[config.mk]
export PLATFORM = sky130hd
export DESIGN_NAME = schs_sqrt
export DESIGN_NICKNAME = d
export VERILOG_FILES = /design/src/schs_pkg.sv /design/src/schs_sqrt.sv
export SDC_FILE = /design/constraint.sdc
export NUM_CORES = 2
export LEC_CHECK = 0
export BUFFER_PORTS_ARGS = -buffer_cell sky130_fd_sc_hd__buf_2
export CELL_PAD_IN_SITES_DETAIL_PLACEMENT = 0
export CELL_PAD_IN_SITES_GLOBAL_PLACEMENT = 1
export CORE_MARGIN = 5
export CORE_UTILIZATION = 40
export CTS_CLUSTER_SIZE = 10
export DETAILED_ROUTE_END_ITERATION = 10
export GPL_TIMING_DRIVEN = 0
export PLACE_DENSITY_LB_ADDON = 0.1
export SLEW_MARGIN = 25
export SYNTH_ARGS = -nofsm -noshare
export SYNTH_HDL_FRONTEND = slang
export SYNTH_SLANG_ARGS = --single-unit
[constraint.sdc]
create_clock -name i_clk -period 4.1 [get_ports i_clk]
set_input_delay 0.205 -clock i_clk [delete_from_list [all_inputs] [get_ports i_clk]]
set_output_delay 0.205 -clock i_clk [all_outputs]
set_load 0.01 [all_outputs]
[src/schs_pkg.sv]
// shared widths, register indexes and reset values for the cap height shader
package schs_pkg;

    localparam int DIM_BITS     = 12;
    localparam int SIZE_BITS    = 13;
    localparam int LEN_BITS     = 20;
    localparam int GRAY_BITS    = 8;
    localparam int CFG_IDX_BITS = 3;

    // offset scaling
    localparam int MAG_BITS = DIM_BITS;
    localparam int NUM_BITS = MAG_BITS + LEN_BITS + 2;
    localparam int DEN_BITS = SIZE_BITS + 1;
    localparam int D_BITS   = LEN_BITS + 2;

    // squares and root
    localparam int SQ_BITS    = 2 * D_BITS;
    localparam int D2_BITS    = SQ_BITS + 1;
    localparam int R2_BITS    = 2 * LEN_BITS;
    localparam int RH_BITS    = LEN_BITS + 1;
    localparam int RH2_BITS   = R2_BITS + 1;
    localparam int ROOT_BITS  = RH_BITS;
    localparam int RAD_BITS   = 2 * ROOT_BITS;

    // gray division
    localparam int DIFF_BITS  = ROOT_BITS + 1;
    localparam int GNUM_BITS  = LEN_BITS + 10;
    localparam int GDEN_BITS  = LEN_BITS + 1;
    localparam int GQ_STEPS   = GRAY_BITS;

    // latencies in register stages
    localparam int OFF_LAT  = NUM_BITS + 3;
    localparam int SQRT_LAT = ROOT_BITS;
    localparam int PIPE_LAT = OFF_LAT + 4 + SQRT_LAT + 3 + GQ_STEPS + 1;

    localparam logic [SIZE_BITS-1:0] WIDTH_RST  = SIZE_BITS'(256);
    localparam logic [SIZE_BITS-1:0] HEIGHT_RST = SIZE_BITS'(256);
    localparam logic [LEN_BITS-1:0]  RADIUS_RST = LEN_BITS'(25600);
    localparam logic [LEN_BITS-1:0]  CAP_RST    = LEN_BITS'(2560);
    localparam logic [LEN_BITS-1:0]  SPAN_X_RST = LEN_BITS'(25600);
    localparam logic [LEN_BITS-1:0]  SPAN_Y_RST = LEN_BITS'(25600);

    typedef enum logic [CFG_IDX_BITS-1:0] {
        CFG_IMAGE_WIDTH  = 3'd0,
        CFG_IMAGE_HEIGHT = 3'd1,
        CFG_SPHERE_RAD   = 3'd2,
        CFG_CAP_HEIGHT   = 3'd3,
        CFG_LENS_SPAN_X  = 3'd4,
        CFG_LENS_SPAN_Y  = 3'd5
    } t_cfg_idx;

endpackage

[src/schs_sqrt.sv]
// pipelined integer square root, one result bit per stage
module schs_sqrt import schs_pkg::*; (
    input  logic                 i_clk,
    input  logic                 i_en,
    input  logic [RAD_BITS-1:0]  i_rad,
    output logic [ROOT_BITS-1:0] o_root
);
    logic [RAD_BITS-1:0] r_v   [ROOT_BITS];
    logic [RAD_BITS-1:0] r_res [ROOT_BITS];

    for (genvar s = 0; s < ROOT_BITS; s++) begin : g_step
        localparam logic [RAD_BITS-1:0] BIT = RAD_BITS'(1) << (2 * (ROOT_BITS - 1 - s));
        logic [RAD_BITS-1:0] v_in;
        logic [RAD_BITS-1:0] res_in;
        logic [RAD_BITS-1:0] trial;
        if (s == 0) begin : g_first
            assign v_in   = i_rad;
            assign res_in = '0;
        end else begin : g_next
            assign v_in   = r_v[s-1];
            assign res_in = r_res[s-1];
        end
        assign trial = res_in + BIT;
        always_ff @(posedge i_clk) begin
            if (i_en) begin
                if (v_in >= trial) begin
                    r_v[s]   <= v_in - trial;
                    r_res[s] <= (res_in >> 1) + BIT;
                end else begin
                    r_v[s]   <= v_in;
                    r_res[s] <= res_in >> 1;
                end
            end
        end
    end

    assign o_root = r_res[ROOT_BITS-1][ROOT_BITS-1:0];
endmodule

# After elaboration in Yosys (flattened, before gate mapping)
# Memory sizes are Yosys's and may differ from the RTL's.
# Index checks and enable logic that the tools add are counted.
# op_classes
addsub,61
order_cmp,21
mux,168
bitwise_logic,42
# op_table
op,count
$mux 42,42
$ge 42x42->1,20
$sub 42x42->42,20
$mux 1,126
$add 41x1->42 const B,1
$add 41x11->42 const B,1
$add 41x13->42 const B,1
$add 41x15->42 const B,1
$add 41x17->42 const B,1
$add 41x19->42 const B,1
$add 41x21->42 const B,1
$add 41x23->42 const B,1
$add 41x25->42 const B,1
$add 41x27->42 const B,1
$add 41x29->42 const B,1
$add 41x3->42 const B,1
$add 41x31->42 const B,1
$add 41x33->42 const B,1
$add 41x35->42 const B,1
$add 41x37->42 const B,1
$add 41x39->42 const B,1
$add 41x5->42 const B,1
$add 41x7->42 const B,1
$add 41x9->42 const B,1
other kinds (23),64
# word_totals
ff_bits,0
ramBits,1764
in_bits,44
elab_cells,294
mem_count,2
# memory_table
name,words,width,rd,rd_ports_with_merged_regs,write_ports,line,text
r_res,21,42,21,0,21,schs_sqrt.sv:9,logic [RAD_BITS-1:0] r_res [ROOT_BITS];
r_v,21,42,20,0,21,schs_sqrt.sv:8,logic [RAD_BITS-1:0] r_v [ROOT_BITS];

# Longest topological paths before layout
# An unclocked memory read counts as a cell.
# depth
word_depth,7
ltp_mapped,13

# Worst setup path before layout
# OpenSTA, ideal clock, no wires.
# synth_path
kind,reg2reg
startpoint,mem r_v[4][8] in the netlist's numbering
endpoint,"mem r_v[4][82] in the netlist's numbering, data pin"
setup_ns,0.258
t_arrival_ns,2.837
path_slack_ns,1.005
path_stages_with_launch,10
path_buffers,0
cell_sequence,edfxtp_1 ha_1 nor2b_1 o311ai_1 a21oi_1 a211o_1 and2_1 or3_1 or4_1 xnor2_1
# synth_rtl
element,line
"start, declared",schs_sqrt.sv:8

==> key figures <==
Setup path
  – Reg-to-Reg End: r_v[3][58]
  – CP Max Fanout: 10
  – R2R Setup Slk: 200 ps
  – Crit Path Category: reg -> reg
  – Setup crit start kind: flip-flop
  – FF-to-FF Start: r_res[1][184]
  – Worst setup EP type: flip-flop
  – Worst R2R Path Depth: 10
  – CP arrival: 4350 ps
  – Worst EP required: 4550 ps

Synthesis
  – Main synth FF type: edfxtp_1
  – Most numerous cell in the Yosys netlist: edfxtp_1
  – Register area share after synthesis: 0.629
  – Mapped Area: 51200 µm²
  – Ranking of synthesized cells by area: edfxtp_1 63%, ha_1 6.1%, xor2_1 3.4%
  – Mapped Cells: 4039
  – Synth Warn #: 0
  – Post-synth net total: 4332
  – Cell accounting for the most synthesized area: edfxtp_1
  – Commonest cells post-synth: 1071 x edfxtp_1, 319 x inv_1, 290 x nand2_1
  – Synth unique cells: 90
  – Ys async rst share: 0
  – Syn_area_per_cell: 12.7 µm²
  – Post-synth EDFFs: 1071
  – FF+latch count, synth: 1071
  – Synth top area share: 0.629

STA
  – Fin. Hold Viols: 0
  – Max-slew headroom: 0.351
  – Setup violators final: 0
  – RSZ-0062 raised after global routing: false
  – Final Cycle Share: 0.951
  – Worst Setup Slack, final: 202 ps
  – Measured slew at the worst slew-check pin: 971 ps
  – Clk_skew: 18.8 ps
  – FMAX: 0.257 GHz
  – Setup TNS: 0 ps
  – Fin crit period: 3900 ps
  – Final slew viol count: 0

CTS
  – CTS Buf Count: 132
  – Clock insertion delay at the later pin of the skew report: 740 ps
  – CTS HTree Levels: 4
  – Post-CTS setup buffers: 0
  – Clk sink count: 1071
  – CTS tree: done
  – Clock transition at path regs: 50 ps
  – Clock root cell: clkbuf_16
  – Maximum clock path buffer count: 3

Placed design
  – Hpwl dp: 99100 µm
  – Placed inst area: 54000 µm²
  – DP Worst Slack: -0.638 ps
  – Post-Place Cells: 5779
  – Port bufs: 64
  – Routability cong.: 0.819

Die
  – Row cnt: 131
  – Top Ports: 65
  – Die height: 368 µm
  – Die X: 368 µm
  – Core region area: 127000 µm²
  – Die Area: 135000 µm²
  – Starting Density: 0.402

Cells and area
  – Layout Cells excl Fill: 6006
  – Synth-to-Final Area Change: 13.9%
  – Antenna cell count: 0
  – Final instance area: 58300 µm²
  – Share of cells above drive strength 1: 0.0792
  – # nets final: 4587

Power and ir drop
  – Power density cells: 517 nW/µm²
  – Leak: 21.6 nW
  – Worst vdd ir: 393 µV
  – PnR Total Power: 30.1 mW

Worst hold path
  – Hold Crit Endpoint: r_v[0][36]
  – Hold path depth: 2
  – Hold WC Path Type: in -> reg
  – Min-delay src: i_rad[36]

Drt
  – Antenna-violating nets left: 0
  – DR vias/cell: 5.27
  – Drt pass-1 iters: 7
  – Drt total wl: 129000 µm
  – Remaining DRCs: 0
  – DRT iter0 DRCs: 1796
  – Detailed-route wire length per cell: 21.4 µm
  – DR vias: 31700

Run status
  – Status: finished, final reports clean

Global routing
  – First-pass GRT wire length: 196000 µm
  – GRT Total Usage: 0.190
  – Gr ovfl total: 0
  – Number of global-route vias before repair: 32100
  – Pin count of the biggest net entering global routing: 55
  – Initial antenna violation count: 5

Flow run
  – Max Cap Viol: 0
[where the power goes]
group,leakage (nW),switching [mW],internal (mW)
Clock,1.86,4.43,6.14
Combinational,9.46,2.88,1.98
Sequential,10.3,1.03,13.7
[registers in the layout, indices dropped and copies added, names as in the netlist]
name / cells
r_v: 840
r_res: 231
[area by class of cell]
| class | instances | area [µm²] |
|---|---|---|
| Sequential cell | 1071 | 32200 |
| Multi-Input combinational cell | 2569 | 17500 |
| Clock buffer | 148 | 3430 |
| Inverter | 320 | 1200 |
| Timing Repair Buffer | 121 | 1090 |
| Buffer | 79 | 415 |
| Clock inverter | 36 | 403 |
| Fill cell | 11500 | 69100 |
| Tap cell | 1662 | 2080 |
[routing by layer]
| layer | part of all wire | track usage | routed length (µm) |
|---|---|---|---|
| met1 | 0.41 | 0.227 | 53400 |
| met4 | 0.027 | 0.0578 | 3490 |
| met3 | 0.031 | 0.0266 | 3990 |
| met2 | 0.53 | 0.353 | 67900 |
| met5 | 0 | 0 | 0 |
[worst max-delay path by stage]
stage | start | endpoint | depth (start not counted)
2_1_floorplan | r_v[4][8] | r_v[4][82] | 9
3_5_place_dp | r_res[2][8] | r_v[4][77] | 12
6_report | r_res[1][184] | r_v[3][58] | 10
4_1_cts | r_v[2][144] | r_v[3][22] | 10
5_1_grt | r_res[1][278] | r_v[3][154] | 10
3_3_place_gp | i_en | r_v[3][99] | 4
[through the flow]
| step | util | hold WS [ps] |
|---|---|---|
| global placement | 0.421 | 381 |
| finish | 0.458 | 155 |
| CTS | 0.457 | 75.0 |
| floorplan | - | 304 |
| global route | 0.458 | 114 |
| detailed placement | 0.424 | 383 |
[cells by family (layout without fill, tap and decap cells)]
group / Yosys count / in the layout / share of synthesized area
AND/OR/NAND/NOR: 1211 / 1211 / 0.126
flip-flops: 1071 / 1071 / 0.629
AO/OA/AOI/OAI: 737 / 737 / 0.0896
buffers and inverters: 399 / 704 / 0.0301
XOR/XNOR: 346 / 346 / 0.0592
adder cells (fa/ha/maj): 249 / 249 / 0.0609
multiplexers: 26 / 26 / 0.00553
[cell usage in the layout, fill, tap and decap left out, types with 15 or more instances in the layout]
cell	n
nand2_1	290
nor3_1	137
nor4_1	129
inv_1	319
o21ai_0	242
o211ai_1	15
a21o_1	57
nand4_1	51
a211oi_1	20
or4_1	31
nand4b_1	15
dlygate4sd3_1	43
clkbuf_1	54
o31ai_1	33
nand3b_1	15
o21a_1	63
nor4b_1	21
buf_2	72
xnor2_1	149
ha_1	249
clkbuf_4	17
edfxtp_1	1071
a31oi_1	21
nor2b_1	43
nor2_1	207
mux2_2	17
nand3_1	65
and2_1	15
a21oi_1	179
clkbuf_16	135
or3_1	53
nand2b_1	51
xor2_1	197
or2_2	17
[worst max-delay path, cell delays in order (launching register included)]
cell and delay (ps):
edfxtp_1 430, inv_1 60, ha_1 360, nor2b_1 140, o21ai_0 100, a21boi_0 290, o211ai_1 240, a2111oi_2 730
a211oi_2 320, clkbuf_1 340, o21ai_0 600
[what timing repair did]
item / 4_1_cts / 5_1_grt
cloned: 0 / 0
hold buffers: 43 / 0
endpoints found under the setup margin: 3 / 21
pin swaps: 0 / 1
resized for setup: 1 / 7
hold endpoints to repair: 43 / 0
No activity file was read; power rests on OpenSTA's default activity.
