==> config.mk <==
export PLATFORM = sky130hd
export DESIGN_NAME = schs_offset
export DESIGN_NICKNAME = d
export VERILOG_FILES = /design/src/schs_pkg.sv /design/src/schs_offset.sv
export SDC_FILE = /design/constraint.sdc
export NUM_CORES = 2
export LEC_CHECK = 0
export ABC_AREA = 1
export BUFFER_PORTS_ARGS = -buffer_cell sky130_fd_sc_hd__buf_2
export CAP_MARGIN = 20
export CORE_UTILIZATION = 47
export DETAILED_ROUTE_END_ITERATION = 12
export SLEW_MARGIN = 20
export SYNTH_ARGS = -nofsm -noshare
export SYNTH_HDL_FRONTEND = slang
export SYNTH_SLANG_ARGS = --single-unit
==> constraint.sdc <==
create_clock -name i_clk -period 6 [get_ports i_clk]
set_input_delay 0.3 -clock i_clk [delete_from_list [all_inputs] [get_ports i_clk]]
set_output_delay 0.3 -clock i_clk [all_outputs]
set_load 0.02 [all_outputs]
==> src/schs_pkg.sv <==
// shared widths, register indexes and reset values for the cap height shader
package schs_pkg;

    localparam int DIM_BITS     = 12;
    localparam int SIZE_BITS    = 13;
    localparam int LEN_BITS     = 20;
    localparam int GRAY_BITS    = 8;
    localparam int CFG_IDX_BITS = 3;

    // offset scaling
    localparam int MAG_BITS = DIM_BITS;
    localparam int NUM_BITS = MAG_BITS + LEN_BITS + 2;
    localparam int DEN_BITS = SIZE_BITS + 1;
    localparam int D_BITS   = LEN_BITS + 2;

    // squares and root
    localparam int SQ_BITS    = 2 * D_BITS;
    localparam int D2_BITS    = SQ_BITS + 1;
    localparam int R2_BITS    = 2 * LEN_BITS;
    localparam int RH_BITS    = LEN_BITS + 1;
    localparam int RH2_BITS   = R2_BITS + 1;
    localparam int ROOT_BITS  = RH_BITS;
    localparam int RAD_BITS   = 2 * ROOT_BITS;

    // gray division
    localparam int DIFF_BITS  = ROOT_BITS + 1;
    localparam int GNUM_BITS  = LEN_BITS + 10;
    localparam int GDEN_BITS  = LEN_BITS + 1;
    localparam int GQ_STEPS   = GRAY_BITS;

    // latencies in register stages
    localparam int OFF_LAT  = NUM_BITS + 3;
    localparam int SQRT_LAT = ROOT_BITS;
    localparam int PIPE_LAT = OFF_LAT + 4 + SQRT_LAT + 3 + GQ_STEPS + 1;

    localparam logic [SIZE_BITS-1:0] WIDTH_RST  = SIZE_BITS'(256);
    localparam logic [SIZE_BITS-1:0] HEIGHT_RST = SIZE_BITS'(256);
    localparam logic [LEN_BITS-1:0]  RADIUS_RST = LEN_BITS'(25600);
    localparam logic [LEN_BITS-1:0]  CAP_RST    = LEN_BITS'(2560);
    localparam logic [LEN_BITS-1:0]  SPAN_X_RST = LEN_BITS'(25600);
    localparam logic [LEN_BITS-1:0]  SPAN_Y_RST = LEN_BITS'(25600);

    typedef enum logic [CFG_IDX_BITS-1:0] {
        CFG_IMAGE_WIDTH  = 3'd0,
        CFG_IMAGE_HEIGHT = 3'd1,
        CFG_SPHERE_RAD   = 3'd2,
        CFG_CAP_HEIGHT   = 3'd3,
        CFG_LENS_SPAN_X  = 3'd4,
        CFG_LENS_SPAN_Y  = 3'd5
    } t_cfg_idx;

endpackage

==> src/schs_offset.sv <==
// centred, scaled, rounded and clamped pixel offset magnitude, pipelined
module schs_offset import schs_pkg::*; (
    input  logic                 i_clk,
    input  logic                 i_en,
    input  logic [DIM_BITS-1:0]  i_pix,
    input  logic [SIZE_BITS-1:0] i_size,
    input  logic [LEN_BITS-1:0]  i_span,
    output logic [D_BITS-1:0]    o_dist
);
    localparam int CMP_BITS = NUM_BITS + DEN_BITS;
    localparam logic [NUM_BITS-1:0] LIM = NUM_BITS'(1) << (D_BITS - 1);

    logic [SIZE_BITS-1:0] sz;
    logic [DIM_BITS-1:0]  half;
    logic [DEN_BITS-1:0]  den;

    logic [MAG_BITS-1:0]  r_mag;
    logic [NUM_BITS-1:0]  r_rem [NUM_BITS+1];
    logic [NUM_BITS-1:0]  r_q   [NUM_BITS+1];
    logic [D_BITS-1:0]    r_dist;

    assign sz   = (i_size == '0) ? SIZE_BITS'(1) : i_size;
    assign half = sz[SIZE_BITS-1:1];
    assign den  = {sz, 1'b0};

    always_ff @(posedge i_clk) begin
        if (i_en) begin
            r_mag    <= (i_pix >= half) ? (i_pix - half) : (half - i_pix);
            r_rem[0] <= NUM_BITS'({(MAG_BITS + LEN_BITS)'(r_mag * i_span), 1'b0})
                        + NUM_BITS'(sz);
            r_q[0]   <= '0;
        end
    end

    // restoring division, one quotient bit per stage, msb first
    for (genvar j = 0; j < NUM_BITS; j++) begin : g_div
        localparam int K = NUM_BITS - 1 - j;
        logic [CMP_BITS-1:0] sub;
        logic                take;
        assign sub  = CMP_BITS'(den) << K;
        assign take = CMP_BITS'(r_rem[j]) >= sub;
        always_ff @(posedge i_clk) begin
            if (i_en) begin
                r_rem[j+1] <= take ? (r_rem[j] - sub[NUM_BITS-1:0]) : r_rem[j];
                r_q[j+1]   <= r_q[j] | (take ? (NUM_BITS'(1) << K) : '0);
            end
        end
    end

    always_ff @(posedge i_clk) begin
        if (i_en) begin
            r_dist <= (r_q[NUM_BITS] > LIM) ? LIM[D_BITS-1:0] : r_q[NUM_BITS][D_BITS-1:0];
        end
    end

    assign o_dist = r_dist;
endmodule

## Word level (Yosys, flattened, before mapping)

Memory sizes are Yosys's and may differ from the RTL's.
Cells that the tools add are included.

| word-level totals | value |
|---|---|
| register bits | 34 |
| latch bits | 0 |
| bits in writable memories | 2380 |
| bits in read-only memories | 0 |
| output and inout port bits | 22 |
| logic and storage cells | 183 |
| memories | 2 |

Memories:

| memory | depth | width | read ports | clocked after memory_dff | write ports | line | source |
|---|---|---|---|---|---|---|---|
| r_q | 35 | 34 | 35 | 0 | 35 | schs_offset.sv:19 | `logic [NUM_BITS-1:0] r_q [NUM_BITS+1];` |
| r_rem | 35 | 34 | 34 | 0 | 35 | schs_offset.sv:18 | `logic [NUM_BITS-1:0] r_rem [NUM_BITS+1];` |

| cells by class | value |
|---|---|
| add/sub/neg operators | 36 |
| multipliers | 1 |
| divide/modulo/power cells | 0 |
| order comparisons | 36 |
| equal/unequal tests | 0 |
| shift-type cells | 0 |
| multiplexer cells | 71 |
| bitwise gates (word level) | 34 |
| reduce and logical (&&, ||, !) cells | 1 |

Operator list:

| cell | number |
|---|---|
| $mux 34 | 34 |
| $sub 34x34->34 | 13 |
| $ge 34x47->1 | 1 |
| $ge 34x46->1 | 1 |
| $ge 34x45->1 | 1 |
| $ge 34x44->1 | 1 |
| $ge 34x43->1 | 1 |
| $ge 34x42->1 | 1 |
| $ge 34x41->1 | 1 |
| $ge 34x40->1 | 1 |
| $ge 34x39->1 | 1 |
| $ge 34x38->1 | 1 |
| $ge 34x37->1 | 1 |
| $ge 34x36->1 | 1 |
| $ge 34x35->1 | 1 |
| $add 33x13->34 | 1 |
| $ge 34x14->1 | 1 |
| $ge 34x15->1 | 1 |
| $ge 34x16->1 | 1 |
| $ge 34x17->1 | 1 |
| $ge 34x18->1 | 1 |
| $ge 34x19->1 | 1 |
| $ge 34x20->1 | 1 |
| $ge 34x21->1 | 1 |
| 105 further kinds | 110 |

## Longest topological paths before layout

| depth | value |
|---|---|
| word-level depth | 5 |
| depth in mapped cells | 34 |
| mapped depth without buffers | 32 |

## Worst setup path before layout

Ideal clock, no wire load.

| timing | value |
|---|---|
| path type | register to register |
| from | register r_mag[5] |
| to | memory r_rem[0][23] (netlist bit), data pin |
| setup time | 254 ps |
| data arrival time | 5609 ps |
| data required time | 5746 ps |
| slack | 137 ps |
| cell stages (with the launch flop) | 28 |
| path buffers | 1 |
| clock period less this slack | 5863 ps |
| path through | edfxtp_1 clkbuf_1 nand2_1 fa_1 fa_1 fa_1 inv_1 fa_1 inv_1 fa_1 inv_1 ha_1 nand2_1 inv_1 a21oi_1 nand2_1 xor2_1 ha_1 nand2_1 nor2_1 nand3_1 and3_1 nor2_1 nand2_1 nor2_4 nand2_1 xor2_1 inv_1 |

RTL lines:

| what | line | source |
|---|---|---|
| from (decl) | schs_offset.sv:17 | `logic [MAG_BITS-1:0] r_mag;` |
| from (signal assigned) | schs_offset.sv:28 | `r_mag <= (i_pix >= half) ? (i_pix - half) : (half - i_pix);` |
| to (decl) | schs_offset.sv:18 |  |

==> metrics <==
CP Launch Point=r_mag[8]; Nets=9660; unrepaired setup endpoints after global routing=yes; Crit path required time=6.57 ns; area of the mapped netlist=93270 µm²; Skew-Pair Late Insertion Delay=0.85 ns; Pins Over Slew Limit=0; depth of the most critical reg-to-reg path=27; final WL=228300 µm; routed via count=62010; antenna violations before repair=9; Post-Synthesis Cells=8637; critical path peak fanout=11; WHS Path Cells=4; CTS buffer count=188; drt first pass iters=7; Final Critical Period=5.776 ns; largest net degree at the start of global routing=197; Reg clk slew, reported paths=0.06 ns; fmax=173.1 MHz; reg-to-reg endpoint=r_rem[0][31]; H-Tree Depth=4; max-cap violations=0; Crit Path Class=register to register; status=finished, final reports clean; Worst path max stage delay=0.56 ns; CTS Root Cell=clkbuf_16; CTS Buffer Depth=3; r2r startpoint=r_mag[8]; dpl hpwl=169900 µm; HP Start=i_pix[0]; Slowest-stage cell, CP=fa_1; First DRT Iteration DRCs=4481; Final Hold Violating Endpoints=0; drt via density=5.283; LEAKAGE=41.95 nW; CP Capture Type=register; Power Density=620.5 nW/µm²; register area share after synthesis=0.5747; vias in the first global route=61730; Area Growth Syn to Fin=12.13%; Mean Syn Cell Area=10.80 µm²; setup violators final=0; Die X=447.5 µm; Worst Max-Slew Pin Slew=1.107 ns; area share of the largest cell type after synthesis=0.5747; Synth cell types=81; ys flop type=edfxtp_1; ranking of synthesized cells by area=edfxtp_1, nand2_1, ha_1; # port buffers=68; CP Launch Type=register; global-route wire length before repair=350800 µm; routability congestion estimate=0.9248; critical path arrival=6.35 ns; Initial Util=0.4729; gr usage total=0.2286; Hold Crit Class=input pin to register; CTS tree=built; dpl ws=-0.04827 ns; core area=197200 µm²; share of cells above drive strength 1=0.09951; die area=200200 µm²; row count=163; # IOs=69; synthesized net count=9353; VDD IR max=1.254 mV; clk_skew=0.05042 ns; DR WL/cell=19.45 µm; critical path endpoint=r_rem[0][31]; post-route antenna net violation count=0; GRT overflow=0; most common cell after layout, fill and taps aside=edfxtp_1; Util after Layout=0.5303; Synth Register Bits=1785; Synth area leader=edfxtp_1; yosys warns=0; DRC violations left=0; r2r setup slk=0.22 ns; crit share post-route=0.9626; Die H=447.5 µm; Setup WS post-layout=0.2241 ns; fraction of registers with async set/reset=0; most frequent cells in the layout=edfxtp_1, nand2_1, inv_1; Post-synth EDFFs=1785; Num Clock Sinks=1785; slew margin rel.=0.2618
-- metal layers --
layer	track usage	vias up	part of all wire
li1	-	30290	-
met1	0.2885	29960	0.42
met5	0	-	0.000039
met4	0.07741	2	0.033
met3	0.03043	385	0.043
met2	0.4025	1371	0.50
-- synthesized netlist by cell type (all sizes together), types with 3 or more instances --
library cell / count
a211oi: 20
o211ai: 20
or3: 4
a21o: 32
edfxtp: 1785
mux2i: 4
nor4: 176
clkbuf: 68
o21a: 20
nand2: 1757
and3: 12
xnor2: 174
nor2: 745
o211a: 3
xor2: 216
inv: 1142
nand3: 256
a21oi: 514
mux2: 5
o21bai: 18
ha: 456
nor3b: 3
a31oi: 30
a221oi: 5
o221ai: 4
nand4: 93
or2: 98
nand2b: 3
buf: 64
a41oi: 5
or4: 3
nor3: 124
o2111ai: 15
a21boi: 19
o21ai: 466
nand3b: 29
a2111oi: 4
o31ai: 15
fa: 213
-- final cells by class --
type / instances / area, µm²
diodes: 2 / 5.005
multi-input cells: 5577 / 35130
flip-flops and latches: 1785 / 53600
well taps: 2640 / 3303
fillers: 17290 / 92640
inverters: 1143 / 4303
clock inverters: 135 / 1530
clock buffers: 206 / 4793
repair buffers: 249 / 1914
-- state kept, by name, indices dropped and copies added (netlist names) --
signal  count
r_rem    1156
r_q       595
r_mag      12
o_dist     22
-- critical path, delay by kind of cell (launching register included) --
kind,cells,cell delay [ns]
and+or+nand+nor,13,1.42
DFF,1,0.43
buffers and inverters,8,0.70
adders and majority gates,6,2.98
-- how the worst min path moves through the flow --
| stage | to | slack (ns) |
|---|---|---|
| 2_1_floorplan | r_q[10][25] | 0.40 |
| 3_3_place_gp | r_q[23][20] | 0.40 |
| 3_5_place_dp | r_q[12][26] | 0.40 |
| 4_1_cts | r_mag[0] | 0.01 |
| 5_1_grt | r_mag[0] | 0.05 |
| 6_report | r_mag[0] | 0.07 |
-- report_power, final --
part,internal (mW),switching (mW),total (mW)
clock,6.77,4.97,11.7
sequential,16.9,1.38,18.2
combinational,12.8,22.1,34.9
total,36.4,28.5,64.9
-- metrics by stage --
step	cell area [µm²]	setup TNS (ns)	hold WS, ns	total power, mW	cells
floorplan	93270	0	0.4003	39.51	8637
global placement	97530	-0.004079	0.4005	49.58	11370
detailed placement	97530	-0.08453	0.4045	49.78	11370
CTS	103900	0	0.01284	61.94	11710
global route	104600	-0.4125	0.04859	70.13	11740
finish	104600	0	0.07206	64.89	11740
-- cell families (layout without fill, tap and decap cells) --
family	count (synthesis)	count (layout)	synth area share
DFF	1785	1785	0.5747
AOI/OAI and AO/OA	1201	1201	0.07412
muxes	9	9	0.001033
other	1	3	0.00004021
buffers and inverters	1275	1733	0.05387
xor gates and xnor gates	390	390	0.03662
and+or+nand+nor	3307	3307	0.1527
adders and majority gates	669	669	0.1069
-- what timing repair did --
item	CTS	global route
hold endpoints to repair	4	0
gates resized for setup	4	129
hold buffers	2	0
cloned	0	1
pin swaps	1	34
setup buffers	1	22
endpoints found under the setup margin	3	18
Power figures use the tool's default switching activity.
